==> src/rtl/core/c_subset_lexer_assert.svh <==
// ----------------------------------------------------------------------------
// c_subset_lexer_assert.svh
// Assertion macros for the lexer. Each expects clk and rst_n in scope.
// ----------------------------------------------------------------------------
`ifndef C_SUBSET_LEXER_ASSERT_SVH
`define C_SUBSET_LEXER_ASSERT_SVH

// Same-cycle implication.
`define CLX_ASSERT_IMP(lbl, ante, cons, msg) \
  lbl: assert property (@(posedge clk) disable iff (!rst_n) (ante) |-> (cons)) \
    else $error(msg);

// Next-cycle implication.
`define CLX_ASSERT_NXT(lbl, ante, cons, msg) \
  lbl: assert property (@(posedge clk) disable iff (!rst_n) (ante) |=> (cons)) \
    else $error(msg);

`endif

==> src/rtl/core/clx_pkg.sv <==
// ----------------------------------------------------------------------------
// clx_pkg
// Token codes, result record, character classes and keyword constants.
// ----------------------------------------------------------------------------
package clx_pkg;

  localparam int CLX_TOKEN_LIMIT = 1024;
  localparam int CLX_NAME_LIMIT  = 9;

  // Result queue between scanner and output stage
  localparam int QDEPTH = 4;
  localparam int QPW    = $clog2(QDEPTH);
  localparam int QCW    = $clog2(QDEPTH + 1);

  typedef enum logic [4:0] {
    TK_FOR    = 5'd0,
    TK_WHILE  = 5'd1,
    TK_INT    = 5'd2,
    TK_RETURN = 5'd3,
    TK_IDENT  = 5'd4,
    TK_LIT    = 5'd5,
    TK_PP     = 5'd6,
    TK_PLUS   = 5'd7,
    TK_MINUS  = 5'd8,
    TK_STAR   = 5'd9,
    TK_AMP    = 5'd10,
    TK_ASSIGN = 5'd11,
    TK_LT     = 5'd12,
    TK_LPAREN = 5'd13,
    TK_RPAREN = 5'd14,
    TK_LBRACE = 5'd15,
    TK_RBRACE = 5'd16,
    TK_SEMI   = 5'd17,
    TK_COMMA  = 5'd18,
    TK_END    = 5'd19,
    TK_BAD    = 5'd20,
    TK_FULL   = 5'd21
  } token_kind_t;

  typedef enum logic [4:0] {
    MODE_IDLE   = 5'b00001,
    MODE_WORD   = 5'b00010,
    MODE_DIGITS = 5'b00100,
    MODE_PLUS   = 5'b01000,
    MODE_DRAIN  = 5'b10000
  } scan_mode_t;

  // Keywords packed first byte lowest
  localparam logic [63:0] KW_FOR    = 64'h0000_0000_0072_6f66;
  localparam logic [63:0] KW_WHILE  = 64'h0000_0065_6c69_6877;
  localparam logic [63:0] KW_INT    = 64'h0000_0000_0074_6e69;
  localparam logic [63:0] KW_RETURN = 64'h0000_6e72_7574_6572;

  localparam logic [7:0] CH_NUL  = 8'h00;
  localparam logic [7:0] CH_PLUS = 8'h2b;

  typedef struct packed {
    token_kind_t  kind;
    logic [9:0]   index;
    logic [31:0]  value;
    logic         ovf;
    logic [63:0]  text;
    logic [3:0]   len;
    logic [7:0]   bad;
    logic         last;
  } clx_rec_t;

  // Up to two records written into the queue per accepted byte
  typedef struct packed {
    logic [1:0] n;
    clx_rec_t   r0;
    clx_rec_t   r1;
  } clx_push_t;

  function automatic logic is_letter(input logic [7:0] c);
    return (c >= 8'h61 && c <= 8'h7a) || (c >= 8'h41 && c <= 8'h5a) || c == 8'h5f;
  endfunction

  function automatic logic is_digit(input logic [7:0] c);
    return c >= 8'h30 && c <= 8'h39;
  endfunction

  function automatic logic is_space(input logic [7:0] c);
    return c == 8'h20 || (c >= 8'h09 && c <= 8'h0d);
  endfunction

  // Single-character operators; TK_BAD when the byte is none of them
  function automatic token_kind_t op_kind(input logic [7:0] c);
    token_kind_t k;
    unique case (c)
      8'h2d:   k = TK_MINUS;
      8'h2a:   k = TK_STAR;
      8'h26:   k = TK_AMP;
      8'h3d:   k = TK_ASSIGN;
      8'h3c:   k = TK_LT;
      8'h28:   k = TK_LPAREN;
      8'h29:   k = TK_RPAREN;
      8'h7b:   k = TK_LBRACE;
      8'h7d:   k = TK_RBRACE;
      8'h3b:   k = TK_SEMI;
      8'h2c:   k = TK_COMMA;
      default: k = TK_BAD;
    endcase
    return k;
  endfunction

  function automatic clx_rec_t mk_rec(input token_kind_t k, input logic [9:0] idx,
                                      input logic [31:0] v, input logic o,
                                      input logic [63:0] t, input logic [3:0] l,
                                      input logic [7:0] b);
    clx_rec_t r;
    r.kind  = k;
    r.index = idx;
    r.value = v;
    r.ovf   = o;
    r.text  = t;
    r.len   = l;
    r.bad   = b;
    r.last  = 1'b0;
    return r;
  endfunction

endpackage

==> src/rtl/core/c_subset_lexer.sv <==
// ----------------------------------------------------------------------------
// c_subset_lexer
// Streaming lexer for a small C subset: one source byte in and one token
// word out per cycle when not stalled, zero byte ends each string.
// ----------------------------------------------------------------------------
// The lexer takes one byte per clock while in_stall is low. Identifiers,
// literals and '+' finish on the byte after them, so a byte yields zero, one
// or two tokens; tokens leave at one per clock, unless the sink stalls,
// through a four-entry queue and an output register. in_stall rises only
// when the queue has fewer than two free entries, i.e. when tokens arrive
// faster than one per cycle for a while or the sink stalls.
module c_subset_lexer import clx_pkg::*; #(
  parameter int TOKEN_LIMIT = CLX_TOKEN_LIMIT,
  parameter int NAME_LIMIT  = CLX_NAME_LIMIT
) (
  input  logic               clk,
  input  logic               rst_n,
  input  logic               in_valid,
  output logic               in_stall,
  input  logic [7:0]         in_char_code,
  output logic               out_valid,
  input  logic               out_stall,
  output logic [4:0]         out_token_kind,
  output logic [9:0]         out_token_index,
  output logic signed [31:0] out_literal_value,
  output logic               out_literal_overflow,
  output logic [63:0]        out_name_text,
  output logic [3:0]         out_name_length,
  output logic [7:0]         out_bad_char,
  output logic               out_last_of_run
);

  clx_push_t push;
  logic      room, head_valid, pop;
  clx_rec_t  head, rec;

  clx_front #(
    .TOKEN_LIMIT (TOKEN_LIMIT),
    .NAME_LIMIT  (NAME_LIMIT)
  ) u_front (
    .clk          (clk),
    .rst_n        (rst_n),
    .in_valid     (in_valid),
    .in_stall     (in_stall),
    .in_char_code (in_char_code),
    .room_i       (room),
    .push_o       (push)
  );

  clx_queue u_queue (
    .clk          (clk),
    .rst_n        (rst_n),
    .push_i       (push),
    .pop_i        (pop),
    .room_o       (room),
    .head_valid_o (head_valid),
    .head_o       (head)
  );

  clx_back u_back (
    .clk          (clk),
    .rst_n        (rst_n),
    .head_valid_i (head_valid),
    .head_i       (head),
    .pop_o        (pop),
    .out_valid    (out_valid),
    .out_stall    (out_stall),
    .rec_o        (rec)
  );

  assign out_token_kind       = rec.kind;
  assign out_token_index      = rec.index;
  assign out_literal_value    = $signed(rec.value);
  assign out_literal_overflow = rec.ovf;
  assign out_name_text        = rec.text;
  assign out_name_length      = rec.len;
  assign out_bad_char         = rec.bad;
  assign out_last_of_run      = rec.last;

endmodule

==> src/rtl/core/clx_front.sv <==
// ----------------------------------------------------------------------------
// clx_front
// Scanner: takes one source byte per cycle while the queue has room, tracks
// the token being built and produces up to two result records for the queue.
// ----------------------------------------------------------------------------
module clx_front import clx_pkg::*; #(
  parameter int TOKEN_LIMIT = CLX_TOKEN_LIMIT,
  parameter int NAME_LIMIT  = CLX_NAME_LIMIT
) (
  input  logic       clk,
  input  logic       rst_n,
  input  logic       in_valid,
  output logic       in_stall,
  input  logic [7:0] in_char_code,
  input  logic       room_i,
  output clx_push_t  push_o
);

  localparam int CW   = $clog2(TOKEN_LIMIT + 1);
  localparam int XW   = (CW > 10) ? CW : 10;
  localparam logic [CW-1:0] LIM = CW'(TOKEN_LIMIT);
  localparam int KEEP = (NAME_LIMIT - 1 > 8) ? 8 : NAME_LIMIT - 1;
  localparam logic [63:0] NAME_MASK = (KEEP >= 8) ? '1 : ((64'd1 << (8 * KEEP)) - 64'd1);
  localparam logic [3:0]  KEEP_LEN  = 4'(KEEP);

  function automatic logic [9:0] sat_index(input logic [CW-1:0] c);
    logic [XW-1:0] cx;
    cx = XW'(c);
    if (cx > XW'(1023)) return 10'd1023;
    return cx[9:0];
  endfunction

  scan_mode_t    mode_r, mode_nxt;
  logic [CW-1:0] cnt_r, cnt_nxt;
  logic [63:0]   buf_r, buf_nxt;
  logic [3:0]    fill_r, fill_nxt;
  logic [31:0]   acc_r, acc_nxt;
  logic          ovf_r, ovf_nxt;

  logic          accept;
  logic [7:0]    c;
  logic [35:0]   acc_step;
  token_kind_t   word_kind;
  logic          kw_hit;
  token_kind_t   op_k;

  logic          pend, done, va, vb;
  token_kind_t   pend_kind;
  logic [31:0]   pend_val;
  logic          pend_ovf;
  logic [63:0]   pend_text;
  logic [3:0]    pend_len;
  clx_rec_t      rec_a, rec_b;

  assign c        = in_char_code;
  assign accept   = in_valid && room_i;
  assign in_stall = !room_i;
  assign acc_step = {1'b0, acc_r, 3'b000} + {3'b000, acc_r, 1'b0} + {32'd0, c[3:0]};
  assign op_k     = op_kind(c);

  always_comb begin
    kw_hit    = 1'b1;
    word_kind = TK_IDENT;
    if (fill_r == 4'd3 && buf_r == KW_FOR)         word_kind = TK_FOR;
    else if (fill_r == 4'd5 && buf_r == KW_WHILE)  word_kind = TK_WHILE;
    else if (fill_r == 4'd3 && buf_r == KW_INT)    word_kind = TK_INT;
    else if (fill_r == 4'd6 && buf_r == KW_RETURN) word_kind = TK_RETURN;
    else                                           kw_hit = 1'b0;
  end

  always_comb begin
    mode_nxt  = mode_r;
    cnt_nxt   = cnt_r;
    buf_nxt   = buf_r;
    fill_nxt  = fill_r;
    acc_nxt   = acc_r;
    ovf_nxt   = ovf_r;
    pend      = 1'b0;
    done      = 1'b0;
    va        = 1'b0;
    vb        = 1'b0;
    pend_kind = TK_IDENT;
    pend_val  = '0;
    pend_ovf  = 1'b0;
    pend_text = '0;
    pend_len  = '0;
    rec_a     = '0;
    rec_b     = '0;

    // Token waiting for its first non-member byte
    unique case (mode_r)
      MODE_WORD: begin
        if (is_letter(c) || is_digit(c)) begin
          if (fill_r < 4'd8) buf_nxt[8 * fill_r[2:0] +: 8] = c;
          if (fill_r < 4'd9) fill_nxt = fill_r + 4'd1;
          done = 1'b1;
        end else begin
          pend      = 1'b1;
          pend_kind = word_kind;
          if (!kw_hit) begin
            pend_text = buf_r & NAME_MASK;
            pend_len  = (fill_r < KEEP_LEN) ? fill_r : KEEP_LEN;
          end
        end
      end
      MODE_DIGITS: begin
        if (is_digit(c)) begin
          acc_nxt = acc_step[31:0];
          ovf_nxt = ovf_r | (acc_step[35:31] != 5'd0);
          done    = 1'b1;
        end else begin
          pend      = 1'b1;
          pend_kind = TK_LIT;
          pend_val  = acc_r;
          pend_ovf  = ovf_r;
        end
      end
      MODE_PLUS: begin
        pend      = 1'b1;
        done      = (c == CH_PLUS);
        pend_kind = (c == CH_PLUS) ? TK_PP : TK_PLUS;
      end
      MODE_IDLE, MODE_DRAIN: ;
      default: mode_nxt = MODE_IDLE;
    endcase

    if (pend) begin
      va = 1'b1;
      if (cnt_nxt >= LIM) begin
        rec_a    = mk_rec(TK_FULL, sat_index(cnt_nxt), '0, 1'b0, '0, '0, '0);
        mode_nxt = MODE_DRAIN;
      end else begin
        rec_a    = mk_rec(pend_kind, sat_index(cnt_nxt), pend_val, pend_ovf,
                          pend_text, pend_len, '0);
        cnt_nxt  = cnt_nxt + CW'(1);
        mode_nxt = MODE_IDLE;
      end
    end

    if (!done) begin
      if (mode_nxt == MODE_DRAIN) begin
        if (c == CH_NUL) begin
          cnt_nxt  = '0;
          mode_nxt = MODE_IDLE;
        end
      end else begin
        priority if (c == CH_NUL) begin
          vb = 1'b1;
          if (cnt_nxt >= LIM)
            rec_b = mk_rec(TK_FULL, sat_index(cnt_nxt), '0, 1'b0, '0, '0, '0);
          else
            rec_b = mk_rec(TK_END, sat_index(cnt_nxt), '0, 1'b0, '0, '0, '0);
          cnt_nxt  = '0;
          mode_nxt = MODE_IDLE;
        end else if (is_space(c)) begin
          mode_nxt = MODE_IDLE;
        end else if (is_letter(c)) begin
          buf_nxt  = {56'd0, c};
          fill_nxt = 4'd1;
          mode_nxt = MODE_WORD;
        end else if (is_digit(c)) begin
          acc_nxt  = {28'd0, c[3:0]};
          ovf_nxt  = 1'b0;
          mode_nxt = MODE_DIGITS;
        end else if (c == CH_PLUS) begin
          mode_nxt = MODE_PLUS;
        end else if (op_k != TK_BAD) begin
          vb = 1'b1;
          if (cnt_nxt >= LIM) begin
            rec_b    = mk_rec(TK_FULL, sat_index(cnt_nxt), '0, 1'b0, '0, '0, '0);
            mode_nxt = MODE_DRAIN;
          end else begin
            rec_b    = mk_rec(op_k, sat_index(cnt_nxt), '0, 1'b0, '0, '0, '0);
            cnt_nxt  = cnt_nxt + CW'(1);
            mode_nxt = MODE_IDLE;
          end
        end else begin
          vb       = 1'b1;
          rec_b    = mk_rec(TK_BAD, sat_index(cnt_nxt), '0, 1'b0, '0, '0, c);
          mode_nxt = MODE_DRAIN;
        end
      end
    end

    if (vb)      rec_b.last = 1'b1;
    else if (va) rec_a.last = 1'b1;
  end

  always_comb begin
    push_o.n  = accept ? ({1'b0, va} + {1'b0, vb}) : 2'd0;
    push_o.r0 = va ? rec_a : rec_b;
    push_o.r1 = rec_b;
  end

  always_ff @(posedge clk) begin
    if (!rst_n) begin
      mode_r <= MODE_IDLE;
      cnt_r  <= '0;
      buf_r  <= '0;
      fill_r <= '0;
      acc_r  <= '0;
      ovf_r  <= 1'b0;
    end else if (accept) begin
      mode_r <= mode_nxt;
      cnt_r  <= cnt_nxt;
      buf_r  <= buf_nxt;
      fill_r <= fill_nxt;
      acc_r  <= acc_nxt;
      ovf_r  <= ovf_nxt;
    end
  end

endmodule

==> src/rtl/core/clx_queue.sv <==
// ----------------------------------------------------------------------------
// clx_queue
// Result queue: takes up to two records a cycle, hands out one.
// ----------------------------------------------------------------------------
`include "c_subset_lexer_assert.svh"

module clx_queue import clx_pkg::*; (
  input  logic      clk,
  input  logic      rst_n,
  input  clx_push_t push_i,
  input  logic      pop_i,
  output logic      room_o,
  output logic      head_valid_o,
  output clx_rec_t  head_o
);

  clx_rec_t           mem_r [QDEPTH];
  logic [QPW-1:0]     wr_r, rd_r;
  logic [QPW-1:0]     wr_nxt, rd_nxt, wr_p1;
  logic [QCW-1:0]     cnt_r, cnt_nxt;

  assign wr_p1        = wr_r + QPW'(1);
  assign wr_nxt       = wr_r + QPW'(push_i.n);
  assign rd_nxt       = rd_r + QPW'(pop_i);
  assign cnt_nxt      = cnt_r + QCW'(push_i.n) - QCW'(pop_i);
  // Room for a byte's worst case of two records
  assign room_o       = cnt_r <= QCW'(QDEPTH - 2);
  assign head_valid_o = cnt_r != '0;
  assign head_o       = mem_r[rd_r];

  always_ff @(posedge clk) begin
    if (push_i.n != 2'd0) mem_r[wr_r] <= push_i.r0;
    if (push_i.n == 2'd2) mem_r[wr_p1] <= push_i.r1;
  end

  always_ff @(posedge clk) begin
    if (!rst_n) begin
      wr_r  <= '0;
      rd_r  <= '0;
      cnt_r <= '0;
    end else begin
      wr_r  <= wr_nxt;
      rd_r  <= rd_nxt;
      cnt_r <= cnt_nxt;
    end
  end

  `CLX_ASSERT_IMP(a_q_no_overrun, push_i.n != 2'd0, cnt_r <= QCW'(QDEPTH - 2), "queue overrun")
  `CLX_ASSERT_IMP(a_q_pop_nonempty, pop_i, cnt_r != '0, "pop from empty queue")
  `CLX_ASSERT_NXT(a_q_hold, push_i.n == 2'd0 && !pop_i, $stable(cnt_r) && $stable(rd_r), "queue moved while idle")

endmodule

==> src/rtl/core/clx_back.sv <==
// ----------------------------------------------------------------------------
// clx_back
// Output stage: registers one record and holds it while the sink stalls.
// ----------------------------------------------------------------------------
module clx_back import clx_pkg::*; (
  input  logic     clk,
  input  logic     rst_n,
  input  logic     head_valid_i,
  input  clx_rec_t head_i,
  output logic     pop_o,
  output logic     out_valid,
  input  logic     out_stall,
  output clx_rec_t rec_o
);

  logic     out_valid_r, out_valid_nxt;
  clx_rec_t rec_r;

  assign pop_o         = head_valid_i && (!out_valid_r || !out_stall);
  assign out_valid_nxt = pop_o || (out_valid_r && out_stall);
  assign out_valid     = out_valid_r;
  assign rec_o         = rec_r;

  always_ff @(posedge clk) begin
    if (!rst_n) out_valid_r <= 1'b0;
    else        out_valid_r <= out_valid_nxt;
  end

  always_ff @(posedge clk) begin
    if (pop_o) rec_r <= head_i;
  end

endmodule
==> config.mk <==
export PLATFORM = sky130hd
export DESIGN_NAME = c_subset_lexer
export DESIGN_NICKNAME = d
export VERILOG_FILES = /design/src/rtl/core/clx_pkg.sv /design/src/rtl/core/c_subset_lexer.sv /design/src/rtl/core/clx_front.sv /design/src/rtl/core/clx_queue.sv /design/src/rtl/core/clx_back.sv
export VERILOG_INCLUDE_DIRS = /design/src /design/src/rtl/core
export SDC_FILE = /design/constraint.sdc
export NUM_CORES = 1
export LEC_CHECK = 0
export BUFFER_PORTS_ARGS = -buffer_cell sky130_fd_sc_hd__buf_2
export CAP_MARGIN = 15
export CORE_ASPECT_RATIO = 0.9
export CORE_MARGIN = 1.5
export CORE_UTILIZATION = 35
export CTS_CLUSTER_DIAMETER = 100
export DETAILED_ROUTE_END_ITERATION = 6
export SLEW_MARGIN = 10
export SYNTH_ARGS = -nofsm -noshare
export SYNTH_HDL_FRONTEND = slang
export SYNTH_HIERARCHICAL = 1
export SYNTH_SLANG_ARGS = --single-unit
==> constraint.sdc <==
create_clock -name clk -period 28.1 [get_ports clk]
set_input_delay 4.215 -clock clk [delete_from_list [all_inputs] [get_ports clk]]
set_output_delay 4.215 -clock clk [all_outputs]
set_load 0.02 [all_outputs]
# ---- Yosys cells after proc, flatten, opt, wreduce, memory -nomap -nowiden
# Memory sizes are Yosys's and may differ from the RTL's. A register that Yosys moved wholly into a read port is not among the register bits.
# Index checks and enable logic that the tools add are counted.
dict set report word_totals {
  ff_bits 125
  ram_bits 500
  input_bits 12
  out_inout_bits 127
  wordCells 258
  memories 1
}
# name depth width read_ports rd_ports_with_merged_regs write_ports line_no
set mem_list {}
lappend mem_list {u_queue.mem_r 4 125 1 1 2 clx_queue.sv:17} ;# clx_rec_t mem_r [QDEPTH];
dict set report op_classes {
  addsub 12
  order_cmp 15
  n_eq_ne 29
  n_shift 2
  n_mux 163
  n_bitwise 1
  n_reduce_logical 25
}
# op n
set ops {}
lappend ops {{$mux 125} 12}
lappend ops {{$mux 64} 11}
lappend ops {{$mux 32} 10}
lappend ops {{$mux 11} 12}
lappend ops {{$eq 64x23->1 const B} 2}
lappend ops {{$mux 123} 1}
lappend ops {{$mux 10} 9}
lappend ops {{$eq 8x6->1 const B} 11}
lappend ops {{$mux 5} 17}
lappend ops {{$mux 1} 72}
lappend ops {{$bwmux 64} 1}
lappend ops {{$eq 64x39->1 const B} 1}
lappend ops {{$eq 64x47->1 const B} 1}
lappend ops {{$shift 8x34->64 const A} 1}
lappend ops {{$shiftx 8x34->64} 1}
lappend ops {{$pmux 5 s11} 1}
lappend ops {{$mux 4} 12}
lappend ops {{$add 35x33->36} 1}
lappend ops {{$add 36x4->36} 1}
lappend ops {{$neg 6->34} 1}
lappend ops {{$eq 8x7->1 const B} 3}
lappend ops {{$add 11x1->11 const B} 2}
lappend ops {{$ge 11x11->1 const B} 2}
lappend ops {{$gt 11x10->1 const B} 2}
lappend ops {{other kinds (37)} 60}

# ---- Longest topological paths before layout
dict set report depth {
  depth_word 31
  depth_mapped 17
  ltp_nobuf 15
}

# ---- Modules after synthesis
# The synthesis kept the hierarchy.
# module n_inst cells_each area_each_um2 seq_area_each_um2
set modules_own_cells {}
lappend modules_own_cells {clx_queue 1 1253 25026.5 15154.5}
lappend modules_own_cells {clx_front 1 1374 10178.5 2342.2}
lappend modules_own_cells {clx_back 1 129 3792.4 3773.6}

# ---- Least setup slack after synthesis
# Ideal clock, no wire load.
dict set report synth_path {
  path_type {input -> register}
  start {input in_char_code[4]}
  end {memory u_queue/mem_r[0][0] (netlist bit), enable pin}
  setup_time_ps 792
  t_arrival_ps 15606
  required_time_ps 27308
  slack_ps 11702
  path_stages 11
  path_buffers 3
  path_cell_list {buf_2 nor4_4 a21oi_2 a211o_1 nand2_1 clkbuf_1 clkbuf_1 ha_1 and3_1 nor2_1 o31ai_1}
}
# item line_no
set synth_rtl {}
lappend synth_rtl {{from (decl)} c_subset_lexer.sv:20} ;# input logic [7:0] in_char_code,
lappend synth_rtl {{to (decl)} clx_queue.sv:17}

==> summary.md <==
| Metric | Value |
|---|---|
| Antenna violation net count after detailed routing | `0` |
| Class of the worst hold path | `reg2reg` |
| Crit path DAT | `10.08 ns` |
| CTS clock-pin slew for the worst setup and hold paths | `0.06 ns` |
| Setup TNS Final | `0 ns` |
| Reg-to-reg endpoint | `u_queue/mem_r[2][106]` |
| PwrDens | `77.3 mW/mm^2` |
| CP Capture Type | `register` |
| Unrepaired setup endpoints after global routing | `false` |
| Residual DRC count | `0` |
| Max IR drop VDD | `0.104 mV` |
| Min Clock Period, post-route | `9.81 ns` |
| Worst Tran Pin Value | `1.12 ns` |
| Nets | `2,941` |
| Total vias in the final route | `22,849` |
| Worst Setup Start Kind | `primary input` |
| Largest net degree at the start of global routing | `127` |
| Cts hold-fix bufs | `0` |
| Most frequent cell after synthesis | `edfxtp_1` |
| Initial cell density of the core | `35.5%` |
| CTS tree | `built` |
| Cell count after synthesis | `2,756` |
| CP startpoint | `in_char_code[3]` |
| Worst rel slew slack | `25.1%` |
| Core area | `0.110 sq mm` |
| Register area share after synthesis | `54.5%` |
| Later-pin clock latency in the skew report | `0.67 ns` |
| DIE AREA | `0.113 sq mm` |
| CP max stage delay | `1.00 ns` |
| Vias/cell | `5.21` |
| Run status | `finished clean` |
| Layout area overhead | `11.3%` |
| Die height | `320 um` |
| Crit path top cell by count | `buf_4` |
| Worst setup path end | `u_queue/mem_r[2][106]` |
| Routed length per instance | `21.5 um` |
| Clock buffer depth | `3` |
| #FFs+latches synth | `750` |
| R2R depth | `13` |
| GPL Wtd Cong | `0.880` |
| CP required | `28.37 ns` |
| Top post-synthesis cells by area | `edfxtp_1 (48%), mux2_2 (11%), mux4_2 (7.2%)` |
| Post-layout util | `39.5%` |
| Finished Layout Cells | `4,382` |
| Post-Place Cells | `4,224` |
| Setup Buffers After CTS | `0` |
| Crit-path cells | `buf_2 > inv_2 > or4_1 > a2111oi_2 > nor2_1 > nand2_1 > inv_1 > ha_1 > and3_1 > and4bb_4 > o21bai_4 > buf_4 > buf_4` |
| Clock buffer count from CTS | `85` |
| WS Path Type | `in2reg` |
| Global-route wire length before repair | `143 mm` |
| Final Hold Fails | `0` |
| Final Max Tran Viols | `0` |
| Reg-to-Reg Start | `u_front/mode_r[2]` |
| Avg Inst Size Synth | `14.2 sq um` |
| Yosys warns | `6` |
| Crit-path max FO | `41` |
| Max cap viols | `0` |
| Setup Skew | `0.0392 ns` |
| R2R setup slack | `21.76 ns` |
| Gr ovfl total | `0` |
| LEAKAGE | `16.0 nW` |
| Top FF cell, synth | `edfxtp_1` |
| Startpoint of the worst hold path | `u_front/buf_r[44]` |
| Die extent in x | `355 um` |
| Initial antenna violation count | `17` |
| Clk root buf | `clkbuf_16` |
| Synth top cells by count | `edfxtp_1 (625), mux2_2 (371), nor2_1 (166)` |
| CP max stage cell | `and4bb_4` |
| Fmax | `102 MHz` |
| Period Utilization, post-route | `34.9%` |
| H-tree lvl count | `3` |
| Vias in the first global route | `22,752` |
| Total track usage | `16.3%` |
| Total stage count of the critical path | `13` |
| CTS sink count | `750` |
| Synth cell types | `95` |
| Num rows | `115` |
| EDFF count, synth | `625` |
| Post-synth top area share | `48.1%` |
| Hold Slack | `0.488 ns` |
| First-pass DRT Iterations | `5` |
| Async SR Flop Fraction | `0%` |
| CP delay by family, top | `simple AND/OR/NAND/NOR gates` |
| Post-CTS Resized | `0` |
| Layout cells sized above 1 | `33.0%` |
| Sum of buffers and inverters on the critical path | `5` |
| Port Buffer Count | `138` |
| Final setup viols | `0` |
| Yosys top cell by area | `edfxtp_1` |
| DR iter-0 viols | `1,800` |
| Ports | `139` |
| Total Wirelength | `94.1 mm` |
| Hpwl dp | `58.2 mm` |
| Post-synth design cell area | `0.0390 sq mm` |
[report_power, final]
part / total, mW / internal [mW] / switching, mW
Sequential: 1.50 / 1.43 / 0.0675
Clock: 1.15 / 0.695 / 0.456
Combinational: 0.708 / 0.258 / 0.450
Total: 3.35 / 2.38 / 0.974
[through the flow]
step,total power [mW],setup slack [ns],area [sq um]
6_report,3.35,18.29,43400
3_5_place_dp,2.25,17.68,40500
3_3_place_gp,2.25,17.81,40500
2_1_floorplan,2.04,11.70,39400
5_1_grt,3.49,17.97,43400
4_1_cts,3.40,18.34,43400
[worst min-delay path: stages (launching register included)]
cell	delay, ns
dfxtp_1	0.32
nand2_1	0.05
o21ai_0	0.06
[logic make-up after synthesis]
group	after synthesis	share of synthesized area, %
XOR/XNOR	46	1.10
flip-flops	750	54.5
AO/OA/AOI/OAI	310	5.03
multiplexers	638	23.2
other	1	0.00962
adder cells (fa/ha/maj)	80	2.62
buffers and inverters	304	4.84
AND/OR/NAND/NOR	627	8.61
[cells in the final DEF, fill, tap and decap left out, types with 37 or more instances in the layout]
master,instances
conb_1,101
clkbuf_16,89
dfxtp_1,123
nor2_1,165
a21oi_1,117
mux2_2,371
edfxtp_1,625
inv_1,37
nor3_1,37
nand3_1,44
mux2_4,129
and2_1,117
mux4_2,125
buf_2,138
nand2_1,103
ha_1,77
o21ai_0,67
[final cells by class]
type / count / area [sq um]
antenna: 1 / 2.50
clock buffer: 107 / 2320
clock inverter: 50 / 559
fill: 10327 / 66500
inverter: 38 / 143
multi-input combinational: 1802 / 16300
sequential: 750 / 21300
tap: 1462 / 1830
timing repair buffer: 172 / 983
[per-layer routing]
layer	global-route usage [%]	routed length, um
met4	4.05	1810
met3	3.22	5510
met1	23.1	44000
met5	0	96
met2	25.6	42700
[state kept, by name, indices dropped and copies added (netlist names), 2 cells and up]
name            flops
u_back/rec_o      125
u_front/acc_r      32
u_front/buf_r      64
u_front/cnt_r      11
u_front/fill_r      4
u_front/mode_r      5
u_queue/cnt_r       3
u_queue/mem_r     500
u_queue/rd_r        2
u_queue/wr_r        2
[how the worst min path moves through the flow]
stage	endpoint	slack, ns	cells after the start
floorplan	u_front/buf_r[7]	0.42	2
global placement	u_front/buf_r[44]	0.46	2
detailed placement	u_front/buf_r[47]	0.48	1
CTS	u_front/buf_r[12]	0.49	2
global route	u_front/buf_r[47]	0.51	1
finish	u_front/buf_r[44]	0.49	2
No activity file was read; power rests on OpenSTA's default activity.
